--- config.mk ---
export PLATFORM = sky130hd
export DESIGN_NAME = latest_frame_slot_manager
export DESIGN_NICKNAME = d
export VERILOG_FILES = /design/src/sv/lfsm_pkg.sv /design/src/sv/latest_frame_slot_manager.sv /design/src/sv/lfsm_slot_store.sv
export SDC_FILE = /design/constraint.sdc
export NUM_CORES = 1
export LEC_CHECK = 0
export BUFFER_PORTS_ARGS = -buffer_cell sky130_fd_sc_hd__buf_2
export CORE_ASPECT_RATIO = 0.8
export CORE_UTILIZATION = 59
export DETAILED_ROUTE_END_ITERATION = 6
export GPL_TIMING_DRIVEN = 0
export PLACE_DENSITY = 0.88
export SLEW_MARGIN = 40
export SYNTH_ARGS = -nofsm -noshare
export SYNTH_HDL_FRONTEND = slang
export SYNTH_SLANG_ARGS = --single-unit
--- constraint.sdc ---
create_clock -name clk -period 3 [get_ports clk]
set_clock_uncertainty 0.1 [all_clocks]
set_input_delay 0.45 -clock clk [delete_from_list [all_inputs] [get_ports clk]]
set_output_delay 0.45 -clock clk [all_outputs]
set_load 0.02 [all_outputs]
--- src/sv/lfsm_pkg.sv ---
// Shared types, codes and defaults for the latest-frame slot manager.
`timescale 1ns / 1ps
`default_nettype none
package lfsm_pkg;

	localparam int SLOT_COUNT_DEF = 3;
	localparam int SEQ_BITS_DEF   = 32;

	localparam int CMD_W     = 3;
	localparam int IDX_W     = 2;
	localparam int STATUS_W  = 2;
	localparam int CNT_W     = 32;
	localparam int FAIL_W    = 6;
	localparam int CFG_IDX_W = 2;
	localparam int CFG_W     = 6;

	localparam logic [CMD_W-1:0] CMD_ACQUIRE     = 3'd0;
	localparam logic [CMD_W-1:0] CMD_COMMIT_OK   = 3'd1;
	localparam logic [CMD_W-1:0] CMD_COMMIT_FAIL = 3'd2;
	localparam logic [CMD_W-1:0] CMD_TAKE        = 3'd3;
	localparam logic [CMD_W-1:0] CMD_RELEASE     = 3'd4;
	localparam logic [CMD_W-1:0] CMD_CLEAR_STATS = 3'd5;

	localparam logic [STATUS_W-1:0] STS_OK       = 2'd0;
	localparam logic [STATUS_W-1:0] STS_DISABLED = 2'd1;
	localparam logic [STATUS_W-1:0] STS_NO_SLOT  = 2'd2;
	localparam logic [STATUS_W-1:0] STS_WRONG    = 2'd3;

	localparam logic [CFG_IDX_W-1:0] REG_ENABLE         = 2'd0;
	localparam logic [CFG_IDX_W-1:0] REG_FAIL_THRESHOLD = 2'd1;

	localparam logic [FAIL_W-1:0] FAIL_THRESHOLD_RST = 6'd30;
	localparam logic [FAIL_W-1:0] FAIL_MAX           = 6'd63;

	typedef enum logic [1:0] {
		SLOT_FREE  = 2'd0,
		SLOT_READY = 2'd1,
		SLOT_INUSE = 2'd2
	} slot_state_t;

	// write request into the slot store
	typedef struct packed {
		logic        en;
		logic        seq_en;
		slot_state_t state;
	} slot_wr_t;

endpackage
`default_nettype wire

--- src/sv/latest_frame_slot_manager.sv ---
// Latest-frame slot manager: sequencer, shared seq compare unit and counters.
// Usage:
//   Command channel (cmd_valid/cmd_stall) carries one word: command and
//   slot_index. Response channel (rsp_valid/rsp_stall) returns one word per
//   command: status, granted slot, frame sequence, drop flag, lockout and the
//   four frame counters. Registers enable and fail_threshold are written over
//   cfg_we/cfg_index/cfg_data; the user must do so only while no command is in
//   flight, as the block itself does not enforce this. A command is taken only
//   while the sequencer is idle; cmd_stall stays high through its work, so the
//   next command can be accepted in the same cycle the response goes valid.
//   Acquire and take scan the slots, one slot a cycle through the single
//   sequence comparator, then apply; commit_ok/fail and release read the
//   store, then apply; clear_stats and other codes go straight to apply.
//   A new command may be accepted while the previous response still waits;
//   its state update is held until the response register is free, so a
//   stalled response word stays intact.
//   Reset clears all slots to free, sequence and counters to zero, lockout
//   off, enable off and fail_threshold to 30.
`timescale 1ns / 1ps
`default_nettype none
module latest_frame_slot_manager #(
	parameter int SLOT_COUNT = lfsm_pkg::SLOT_COUNT_DEF,
	parameter int SEQ_BITS   = lfsm_pkg::SEQ_BITS_DEF
) (
	input  wire logic                               clk,
	input  wire logic                               arst_n,
	input  wire logic                               cmd_valid,
	output logic                                    cmd_stall,
	input  wire logic [lfsm_pkg::CMD_W-1:0]         command,
	input  wire logic [lfsm_pkg::IDX_W-1:0]         slot_index,
	output logic                                    rsp_valid,
	input  wire logic                               rsp_stall,
	output logic      [lfsm_pkg::STATUS_W-1:0]      status,
	output logic      [lfsm_pkg::IDX_W-1:0]         granted_slot,
	output logic      [lfsm_pkg::CNT_W-1:0]         frame_seq,
	output logic                                    dropped_now,
	output logic                                    locked_out,
	output logic      [lfsm_pkg::CNT_W-1:0]         produced_period,
	output logic      [lfsm_pkg::CNT_W-1:0]         produced_lifetime,
	output logic      [lfsm_pkg::CNT_W-1:0]         dropped_period,
	output logic      [lfsm_pkg::CNT_W-1:0]         dropped_lifetime,
	input  wire logic                               cfg_we,
	input  wire logic [lfsm_pkg::CFG_IDX_W-1:0]     cfg_index,
	input  wire logic [lfsm_pkg::CFG_W-1:0]         cfg_data
);

	localparam int IW = $clog2(SLOT_COUNT);
	localparam logic [IW-1:0] LAST_IDX = IW'(SLOT_COUNT - 1);

	typedef enum logic [2:0] {
		ST_IDLE,
		ST_SCAN,
		ST_DRAIN,
		ST_LOOK,
		ST_EXEC
	} fsm_t;

	fsm_t state_q;

	logic                              enable_q;
	logic [lfsm_pkg::FAIL_W-1:0]       fail_threshold_q;
	logic [lfsm_pkg::CMD_W-1:0]        cmd_q;
	logic [lfsm_pkg::IDX_W-1:0]        slot_index_q;
	logic [IW-1:0]                     scan_q;
	logic                              cmp_vld_s1;
	logic [IW-1:0]                     cmp_idx_s1;
	logic                              free_found_q;
	logic [IW-1:0]                     free_idx_q;
	logic                              pick_found_q;
	logic [IW-1:0]                     pick_idx_q;
	logic [SEQ_BITS-1:0]               pick_seq_q;
	logic [SEQ_BITS-1:0]               seq_counter_q;
	logic [lfsm_pkg::FAIL_W-1:0]       fail_count_q;
	logic                              lockout_q;
	logic [lfsm_pkg::CNT_W-1:0]        prod_period_q;
	logic [lfsm_pkg::CNT_W-1:0]        prod_total_q;
	logic [lfsm_pkg::CNT_W-1:0]        drop_period_q;
	logic [lfsm_pkg::CNT_W-1:0]        drop_total_q;
	logic                              rsp_valid_q;
	logic [lfsm_pkg::STATUS_W-1:0]     status_q;
	logic [IW-1:0]                     granted_q;
	logic [lfsm_pkg::CNT_W-1:0]        fseq_q;
	logic                              dropped_q;

	logic                              cmd_accept;
	logic                              exec_go;
	logic                              idx_ok;
	logic [IW-1:0]                     look_addr;
	logic [IW-1:0]                     rd_addr;
	lfsm_pkg::slot_state_t             rd_state;
	logic [SEQ_BITS-1:0]               rd_seq;
	lfsm_pkg::slot_wr_t                wr_ctl;
	logic [IW-1:0]                     wr_addr;
	logic [SEQ_BITS-1:0]               seq_next;
	logic [SEQ_BITS-1:0]               cmp_a;
	logic [SEQ_BITS-1:0]               cmp_b;
	logic                              cmp_less;
	logic [lfsm_pkg::FAIL_W-1:0]       fail_next;

	logic [lfsm_pkg::STATUS_W-1:0]     ex_status;
	logic [IW-1:0]                     ex_granted;
	logic [SEQ_BITS-1:0]               ex_fseq;
	logic                              ex_dropped;
	logic                              ex_commit;
	logic                              ex_fail;
	logic                              ex_clear;

	assign cmd_stall  = (state_q != ST_IDLE);
	assign cmd_accept = cmd_valid && !cmd_stall;
	assign exec_go    = (state_q == ST_EXEC) && (!rsp_valid_q || !rsp_stall);

	assign idx_ok    = ({3'b000, slot_index_q} < 5'(SLOT_COUNT));
	assign look_addr = idx_ok ? IW'(slot_index_q) : '0;
	assign rd_addr   = (state_q == ST_SCAN) ? scan_q : look_addr;
	assign seq_next  = seq_counter_q + 1'b1;
	assign fail_next = (fail_count_q == lfsm_pkg::FAIL_MAX) ? fail_count_q
	                                                        : fail_count_q + 1'b1;

	// shared compare: take looks for the newest, acquire for the oldest
	assign cmp_a    = (cmd_q == lfsm_pkg::CMD_TAKE) ? pick_seq_q : rd_seq;
	assign cmp_b    = (cmd_q == lfsm_pkg::CMD_TAKE) ? rd_seq : pick_seq_q;
	assign cmp_less = (cmp_a < cmp_b);

	lfsm_slot_store #(
		.SLOT_COUNT(SLOT_COUNT),
		.SEQ_BITS  (SEQ_BITS),
		.IW        (IW)
	) u_store (
		.clk     (clk),
		.arst_n  (arst_n),
		.rd_addr (rd_addr),
		.rd_state(rd_state),
		.rd_seq  (rd_seq),
		.wr_ctl  (wr_ctl),
		.wr_addr (wr_addr),
		.wr_seq  (seq_next)
	);

	always_comb begin
		ex_status     = lfsm_pkg::STS_OK;
		ex_granted    = '0;
		ex_fseq       = '0;
		ex_dropped    = 1'b0;
		ex_commit     = 1'b0;
		ex_fail       = 1'b0;
		ex_clear      = 1'b0;
		wr_ctl.en     = 1'b0;
		wr_ctl.seq_en = 1'b0;
		wr_ctl.state  = lfsm_pkg::SLOT_FREE;
		wr_addr       = look_addr;
		if (!enable_q) begin
			ex_status = lfsm_pkg::STS_DISABLED;
		end else begin
			case (cmd_q)
				lfsm_pkg::CMD_ACQUIRE: begin
					if (lockout_q) begin
						ex_status = lfsm_pkg::STS_DISABLED;
					end else if (free_found_q) begin
						ex_granted   = free_idx_q;
						wr_addr      = free_idx_q;
						wr_ctl.en    = 1'b1;
						wr_ctl.state = lfsm_pkg::SLOT_INUSE;
					end else if (pick_found_q) begin
						ex_granted   = pick_idx_q;
						ex_dropped   = 1'b1;
						wr_addr      = pick_idx_q;
						wr_ctl.en    = 1'b1;
						wr_ctl.state = lfsm_pkg::SLOT_INUSE;
					end else begin
						ex_status = lfsm_pkg::STS_NO_SLOT;
					end
				end
				lfsm_pkg::CMD_COMMIT_OK, lfsm_pkg::CMD_COMMIT_FAIL: begin
					if (lockout_q) begin
						ex_status = lfsm_pkg::STS_DISABLED;
					end else if (!idx_ok || rd_state != lfsm_pkg::SLOT_INUSE) begin
						ex_status = lfsm_pkg::STS_WRONG;
					end else if (cmd_q == lfsm_pkg::CMD_COMMIT_OK) begin
						ex_commit     = 1'b1;
						ex_fseq       = seq_next;
						wr_ctl.en     = 1'b1;
						wr_ctl.seq_en = 1'b1;
						wr_ctl.state  = lfsm_pkg::SLOT_READY;
					end else begin
						ex_fail   = 1'b1;
						wr_ctl.en = 1'b1;
					end
				end
				lfsm_pkg::CMD_TAKE: begin
					if (pick_found_q) begin
						ex_granted   = pick_idx_q;
						ex_fseq      = pick_seq_q;
						wr_addr      = pick_idx_q;
						wr_ctl.en    = 1'b1;
						wr_ctl.state = lfsm_pkg::SLOT_INUSE;
					end else begin
						ex_status = lfsm_pkg::STS_NO_SLOT;
					end
				end
				lfsm_pkg::CMD_RELEASE: begin
					if (!idx_ok || rd_state != lfsm_pkg::SLOT_INUSE) begin
						ex_status = lfsm_pkg::STS_WRONG;
					end else begin
						wr_ctl.en = 1'b1;
					end
				end
				lfsm_pkg::CMD_CLEAR_STATS: begin
					ex_clear = 1'b1;
				end
				default: begin
					ex_status = lfsm_pkg::STS_WRONG;
				end
			endcase
		end
		wr_ctl.en = wr_ctl.en && exec_go;
	end

	always_ff @(posedge clk or negedge arst_n) begin
		if (!arst_n) begin
			state_q          <= ST_IDLE;
			enable_q         <= 1'b0;
			fail_threshold_q <= lfsm_pkg::FAIL_THRESHOLD_RST;
			scan_q           <= '0;
			cmp_vld_s1       <= 1'b0;
			free_found_q     <= 1'b0;
			free_idx_q       <= '0;
			pick_found_q     <= 1'b0;
			pick_idx_q       <= '0;
			pick_seq_q       <= '0;
			seq_counter_q    <= '0;
			fail_count_q     <= '0;
			lockout_q        <= 1'b0;
			prod_period_q    <= '0;
			prod_total_q     <= '0;
			drop_period_q    <= '0;
			drop_total_q     <= '0;
			rsp_valid_q      <= 1'b0;
			status_q         <= lfsm_pkg::STS_OK;
			granted_q        <= '0;
			fseq_q           <= '0;
			dropped_q        <= 1'b0;
		end else begin
			if (cfg_we) begin
				case (cfg_index)
					lfsm_pkg::REG_ENABLE:         enable_q <= cfg_data[0];
					lfsm_pkg::REG_FAIL_THRESHOLD: fail_threshold_q <= cfg_data;
					default: ;
				endcase
			end

			cmp_vld_s1 <= (state_q == ST_SCAN);
			if (cmp_vld_s1) begin
				if (rd_state == lfsm_pkg::SLOT_FREE && !free_found_q) begin
					free_found_q <= 1'b1;
					free_idx_q   <= cmp_idx_s1;
				end
				if (rd_state == lfsm_pkg::SLOT_READY && (!pick_found_q || cmp_less)) begin
					pick_found_q <= 1'b1;
					pick_idx_q   <= cmp_idx_s1;
					pick_seq_q   <= rd_seq;
				end
			end

			if (rsp_valid_q && !rsp_stall) begin
				rsp_valid_q <= 1'b0;
			end

			case (state_q)
				ST_IDLE: begin
					if (cmd_accept) begin
						scan_q       <= '0;
						free_found_q <= 1'b0;
						pick_found_q <= 1'b0;
						case (command)
							lfsm_pkg::CMD_ACQUIRE, lfsm_pkg::CMD_TAKE:
								state_q <= ST_SCAN;
							lfsm_pkg::CMD_COMMIT_OK, lfsm_pkg::CMD_COMMIT_FAIL,
							lfsm_pkg::CMD_RELEASE:
								state_q <= ST_LOOK;
							default:
								state_q <= ST_EXEC;
						endcase
					end
				end
				ST_SCAN: begin
					scan_q <= scan_q + 1'b1;
					if (scan_q == LAST_IDX) begin
						state_q <= ST_DRAIN;
					end
				end
				ST_DRAIN: begin
					state_q <= ST_EXEC;
				end
				ST_LOOK: begin
					state_q <= ST_EXEC;
				end
				ST_EXEC: begin
					if (exec_go) begin
						state_q     <= ST_IDLE;
						rsp_valid_q <= 1'b1;
						status_q    <= ex_status;
						granted_q   <= ex_granted;
						fseq_q      <= lfsm_pkg::CNT_W'(ex_fseq);
						dropped_q   <= ex_dropped;
						if (ex_dropped) begin
							drop_period_q <= drop_period_q + 1'b1;
							drop_total_q  <= drop_total_q + 1'b1;
						end
						if (ex_commit) begin
							seq_counter_q <= seq_next;
							fail_count_q  <= '0;
							prod_period_q <= prod_period_q + 1'b1;
							prod_total_q  <= prod_total_q + 1'b1;
						end
						if (ex_fail) begin
							fail_count_q <= fail_next;
							if (fail_next >= fail_threshold_q) begin
								lockout_q <= 1'b1;
							end
						end
						if (ex_clear) begin
							prod_period_q <= '0;
							drop_period_q <= '0;
						end
					end
				end
				default: begin
					state_q <= ST_IDLE;
				end
			endcase
		end
	end

	// data phase of the scan (address issued in the previous cycle); also latches the accepted command
	always_ff @(posedge clk) begin
		cmp_idx_s1 <= scan_q;
		if (cmd_accept) begin
			cmd_q        <= command;
			slot_index_q <= slot_index;
		end
	end

	assign rsp_valid         = rsp_valid_q;
	assign status            = status_q;
	assign granted_slot      = lfsm_pkg::IDX_W'(granted_q);
	assign frame_seq         = fseq_q;
	assign dropped_now       = dropped_q;
	assign locked_out        = lockout_q;
	assign produced_period   = prod_period_q;
	assign produced_lifetime = prod_total_q;
	assign dropped_period    = drop_period_q;
	assign dropped_lifetime  = drop_total_q;

	// lockout is sticky until reset
	a_lockout_sticky: assert property (@(posedge clk) disable iff (!arst_n)
		lockout_q |=> lockout_q)
		else $error("lockout cleared without reset");

	// state only changes when the response register is free
	a_exec_holds_rsp: assert property (@(posedge clk) disable iff (!arst_n)
		(rsp_valid_q && rsp_stall) |=> $stable(prod_total_q) && $stable(drop_total_q)
			&& $stable(lockout_q))
		else $error("counters moved under a stalled response");

	// produced total advances by at most one per command
	a_prod_step: assert property (@(posedge clk) disable iff (!arst_n)
		(prod_total_q != $past(prod_total_q)) |->
			(prod_total_q == $past(prod_total_q) + 1'b1) && $past(exec_go))
		else $error("produced total jumped");

	// a drop report always comes with a successful grant
	a_drop_ok: assert property (@(posedge clk) disable iff (!arst_n)
		(rsp_valid_q && dropped_q) |-> (status_q == lfsm_pkg::STS_OK))
		else $error("drop flagged on a failed command");

	// a new response only follows the execute step
	a_rsp_from_exec: assert property (@(posedge clk) disable iff (!arst_n)
		$rose(rsp_valid_q) |-> $past(state_q == ST_EXEC))
		else $error("response raised outside execute");

endmodule
`default_nettype wire

--- src/sv/lfsm_slot_store.sv ---
// Slot state and sequence store: one registered read port, one write port.
`timescale 1ns / 1ps
`default_nettype none
module lfsm_slot_store #(
	parameter int SLOT_COUNT = lfsm_pkg::SLOT_COUNT_DEF,
	parameter int SEQ_BITS   = lfsm_pkg::SEQ_BITS_DEF,
	parameter int IW         = $clog2(SLOT_COUNT)
) (
	input  wire logic                  clk,
	input  wire logic                  arst_n,
	input  wire logic [IW-1:0]         rd_addr,
	output lfsm_pkg::slot_state_t      rd_state,
	output logic      [SEQ_BITS-1:0]   rd_seq,
	input  wire lfsm_pkg::slot_wr_t    wr_ctl,
	input  wire logic [IW-1:0]         wr_addr,
	input  wire logic [SEQ_BITS-1:0]   wr_seq
);

	lfsm_pkg::slot_state_t state_q [SLOT_COUNT];
	logic [SEQ_BITS-1:0]   seq_q   [SLOT_COUNT];

	always_ff @(posedge clk or negedge arst_n) begin
		if (!arst_n) begin
			for (int i = 0; i < SLOT_COUNT; i++) begin
				state_q[i] <= lfsm_pkg::SLOT_FREE;
				seq_q[i]   <= '0;
			end
		end else if (wr_ctl.en) begin
			state_q[wr_addr] <= wr_ctl.state;
			if (wr_ctl.seq_en) begin
				seq_q[wr_addr] <= wr_seq;
			end
		end
	end

	always_ff @(posedge clk) begin
		rd_state <= state_q[rd_addr];
		rd_seq   <= seq_q[rd_addr];
	end

endmodule
`default_nettype wire
==> metrics.cfg <==
[run_status]
status = finished clean

[power_and_ir_drop]
combPwrFrac_pct = 15.0
clkPwrFrac_pct = 40.5
power_density_nw_per_um2 = 580
p_int_uw = 9350
p_sw_share_pct = 26.9
cellLeakagePower_uw = 0.0104
p_switching_uw = 3440
seqPwrFrac_pct = 44.5
ir_drop_mv = 0.430

[worst_hold_path]
worstHoldStart = command[2]
hold_path.class = input pin to register
holdPathEnd = cmd_q[2]$_DFFE_PP_
hold_depth = 1

[timing]
timing.final.max_slew_violations = 0
rsz0062_at_grt = yes
relSlewSlack_pct = 36.8
final-hold-violation-count = 0
post-route-period-util_pct = 99.7
finalSetupViolCount = 0
worst_pin_slew_ns = 0.948
max_freq_mhz = 334
fin_setup_tns_ns = 0
hold-worst-slack_ns = 0.0375
period_minus_slack_ns = 2.99

[routing]
drt-wirelength-per-cell_um = 19.5
via_per_inst = 5.96
vias = 15100
drc = 0
first_pass_iters = 7
routed_wl_um = 49300
ant_nets = 0
drtIter0Drc = 1283

[clock_network]
numCtsBuffers = 40
cts_htree_levels = 2
insertion_delay_ns = 0.54
clockBufferDepth = 3
clock_sinks = 399
cts-root-buf = clkbuf_16
tritoncts = yes
path_clk_slew_ns = 0.06

[cells_and_area]
num_antenna_cells = 0
drive_gt1_share_pct = 20.2
areaGrowthSynthToFinish_pct = 18.9
nets = 2115
design_area_um2 = 22100
fillers = 2133

[placed_design]
port_buffers = 185
post-dp-hpwl_um = 33100
place_area_um2 = 20200
gp_congestion = 0.912

[setup_path]
critPathMaxFanout = 7
cp_top_family = buffers and inverters
reg2reg_depth = 13
r2r_setup_slack_ns = 0.01
critPathLaunchType = register
cp-end-kind = register
cp_common_cell = buf_6
slowest_delay_ns = 0.47
critPathArrivalTime_ns = 3.29
crit_start = cmd_q[2]$_DFFE_PP_
cpMaxStageDelayCell = edfxtp_1
r2r-start = cmd_q[2]$_DFFE_PP_
cp.required_ns = 3.30
cp_cell_sequence = buf_6 -> buf_6 -> nand3b_1 -> buf_6 -> buf_4 -> mux2i_1 -> o22ai_1 -> a211oi_2 -> a21boi_2 -> o2bb2ai_4 -> buf_6 -> buf_8 -> mux2_4
critical_path_class = register to register
timing.rr.end = pick_seq_q[10]$_DFFE_PN0P_
worst-path-buf-inv = 6

[global_route]
first_global_vias = 15100
grtUsageTotal_pct = 30.4
grt_pass1_wl_um = 78600
antenna_found_initial = 0
grt_max_degree = 80
grt.overflow.total = 0

[synth]
postSynthAreaPerCell_um2 = 10.2
synthArstFlopShare_pct = 89.7
synth_ff_type = dfrtp_1
netlist_instances = 1825
synth-edff-count = 5
synth_cell_type_count = 74
yosysWarnings = 0
ys_top_cells_by_area = dfrtp_1, nand2_1, xnor2_1
synth_top_area_share_pct = 47.8
syn_nets = 1856
synth_area_um2 = 18500
synth-seq-cells = 399
ys_seq_area_share_pct = 53.0
netlist.top_cell.by_area = dfrtp_1
synth_most_common_cell = dfrtp_1
netlist_top_cells_count = dfrtp_1, nand2_1, o21ai_0, nor2_1, xnor2_1

[floorplanning]
start_util_pct = 60.5
fp-row-count = 57
die_x_um = 200
dieArea_um2 = 32100
die_y_um = 161
io_pins = 186
core_area_um2 = 30700

[job]
max-cap-violations = 0

-- cell usage in the layout (no fill, tap or decap), drive strengths merged, types with 13 or more instances in the layout --
master | synthesis | final
buf | 25 | 247
xor2 | 91 | 91
inv | 43 | 43
nand2b | 27 | 27
nand2 | 278 | 278
nand3 | 80 | 80
or3 | 17 | 17
and3 | 29 | 29
a21oi | 29 | 29
dfrtp | 354 | 354
dfxtp | 36 | 36
clkbuf | 47 | 98
a2bb2oi | 20 | 20
mux2i | 42 | 42
nor2 | 126 | 126
nor3 | 25 | 25
a22oi | 13 | 13
mux2 | 45 | 45
nand4 | 36 | 36
xnor2 | 105 | 105
nor2b | 24 | 24
maj3 | 25 | 25
o21ai | 194 | 194
ha | 13 | 13
-- metrics by stage --
stage,setup slack [ns],power [uW],util [%],std cells
2_1_floorplan,0.354,6800,-,1825
3_3_place_gp,-5.38,7340,65.2,2423
3_5_place_dp,-0.325,7420,65.7,2428
4_1_cts,0.00469,12800,71.3,2523
5_1_grt,-0.0486,13200,71.9,2527
6_report,0.00957,12800,71.9,2527
-- cell families after synthesis --
family	count (synthesis)	share of synthesized area (%)
simple gates	683	17.4
fa+ha+maj	38	2.23
xor+xnor	196	9.26
compound gates	307	10.2
flops	399	53.0
buf+inv	115	2.85
mux	87	5.02
-- metal layers --
metal	global-route usage, %	vias to the layer above	share of wire (%)
met1	40.0	7480	41
met5	0	-	0
met4	12.0	0	3.6
met2	50.0	654	48
li1	-	6780	-
met3	6.11	149	6.9
-- final cells by class --
cell class,count,area [um2],area share [%]
Timing Repair Buffer,221,1340,6.08
Clock inverter,13,193,0.874
Sequential cell,399,9840,44.6
Multi-Input combinational cell,1311,8460,38.4
Tap cell,413,517,2.34
Buffer,68,388,1.76
Clock buffer,59,1150,5.23
Inverter,43,161,0.732
-- worst register-to-register path, cell delays in order (launching register included) --
cell       delay (ns)
edfxtp_1         0.47
buf_6            0.16
buf_6            0.12
nand3b_1         0.17
buf_6            0.17
buf_4            0.16
mux2i_1          0.17
o22ai_1          0.13
a211oi_2         0.24
a21boi_2         0.15
o2bb2ai_4        0.24
buf_6            0.15
buf_8            0.13
mux2_4           0.31
-- worst max-delay path by stage --
stage          slack, ns  cells after the start                           endpoint
2_1_floorplan       0.35                      8      u_store.seq_q[33]$_DFFE_PN0P_
3_3_place_gp       -5.38                      1  produced_lifetime[31]$_DFFE_PN0P_
6_report            0.01                     13         pick_seq_q[10]$_DFFE_PN0P_
3_5_place_dp       -0.33                     10         pick_seq_q[28]$_DFFE_PN0P_
4_1_cts            0.005                     13         pick_seq_q[28]$_DFFE_PN0P_
5_1_grt            -0.05                     13         pick_seq_q[10]$_DFFE_PN0P_
-- power by group through the flow --
stage,clock (uW),combinational (uW),sequential [uW]
final,5180,1920,5690
after detailed placement,0,1630,5790
after global placement,0,1560,5780
after CTS,5220,1850,5690
after floorplan,0,1010,5790
after global routing,5460,2040,5710
-- flip-flops by register name (all words and copies together) (netlist names), 32 cells and up --
| signal | count |
|---|---|
| frame_seq | 32 |
| seq_counter_q | 32 |
| u_store.seq_q | 96 |
| pick_seq_q | 32 |
| produced_lifetime | 32 |
| dropped_period | 32 |
| dropped_lifetime | 32 |
| u_store.rd_seq | 32 |
| produced_period | 32 |
-- what timing repair did --
item,4_1_cts,5_1_grt
setup endpoints to repair,136,232
cloned,1,0
hold endpoints to repair,58,0
pin swaps,9,11
hold buffers,3,0
gates resized for setup,35,74
buffers inserted,19,9
Power figures use the tool's default switching activity.
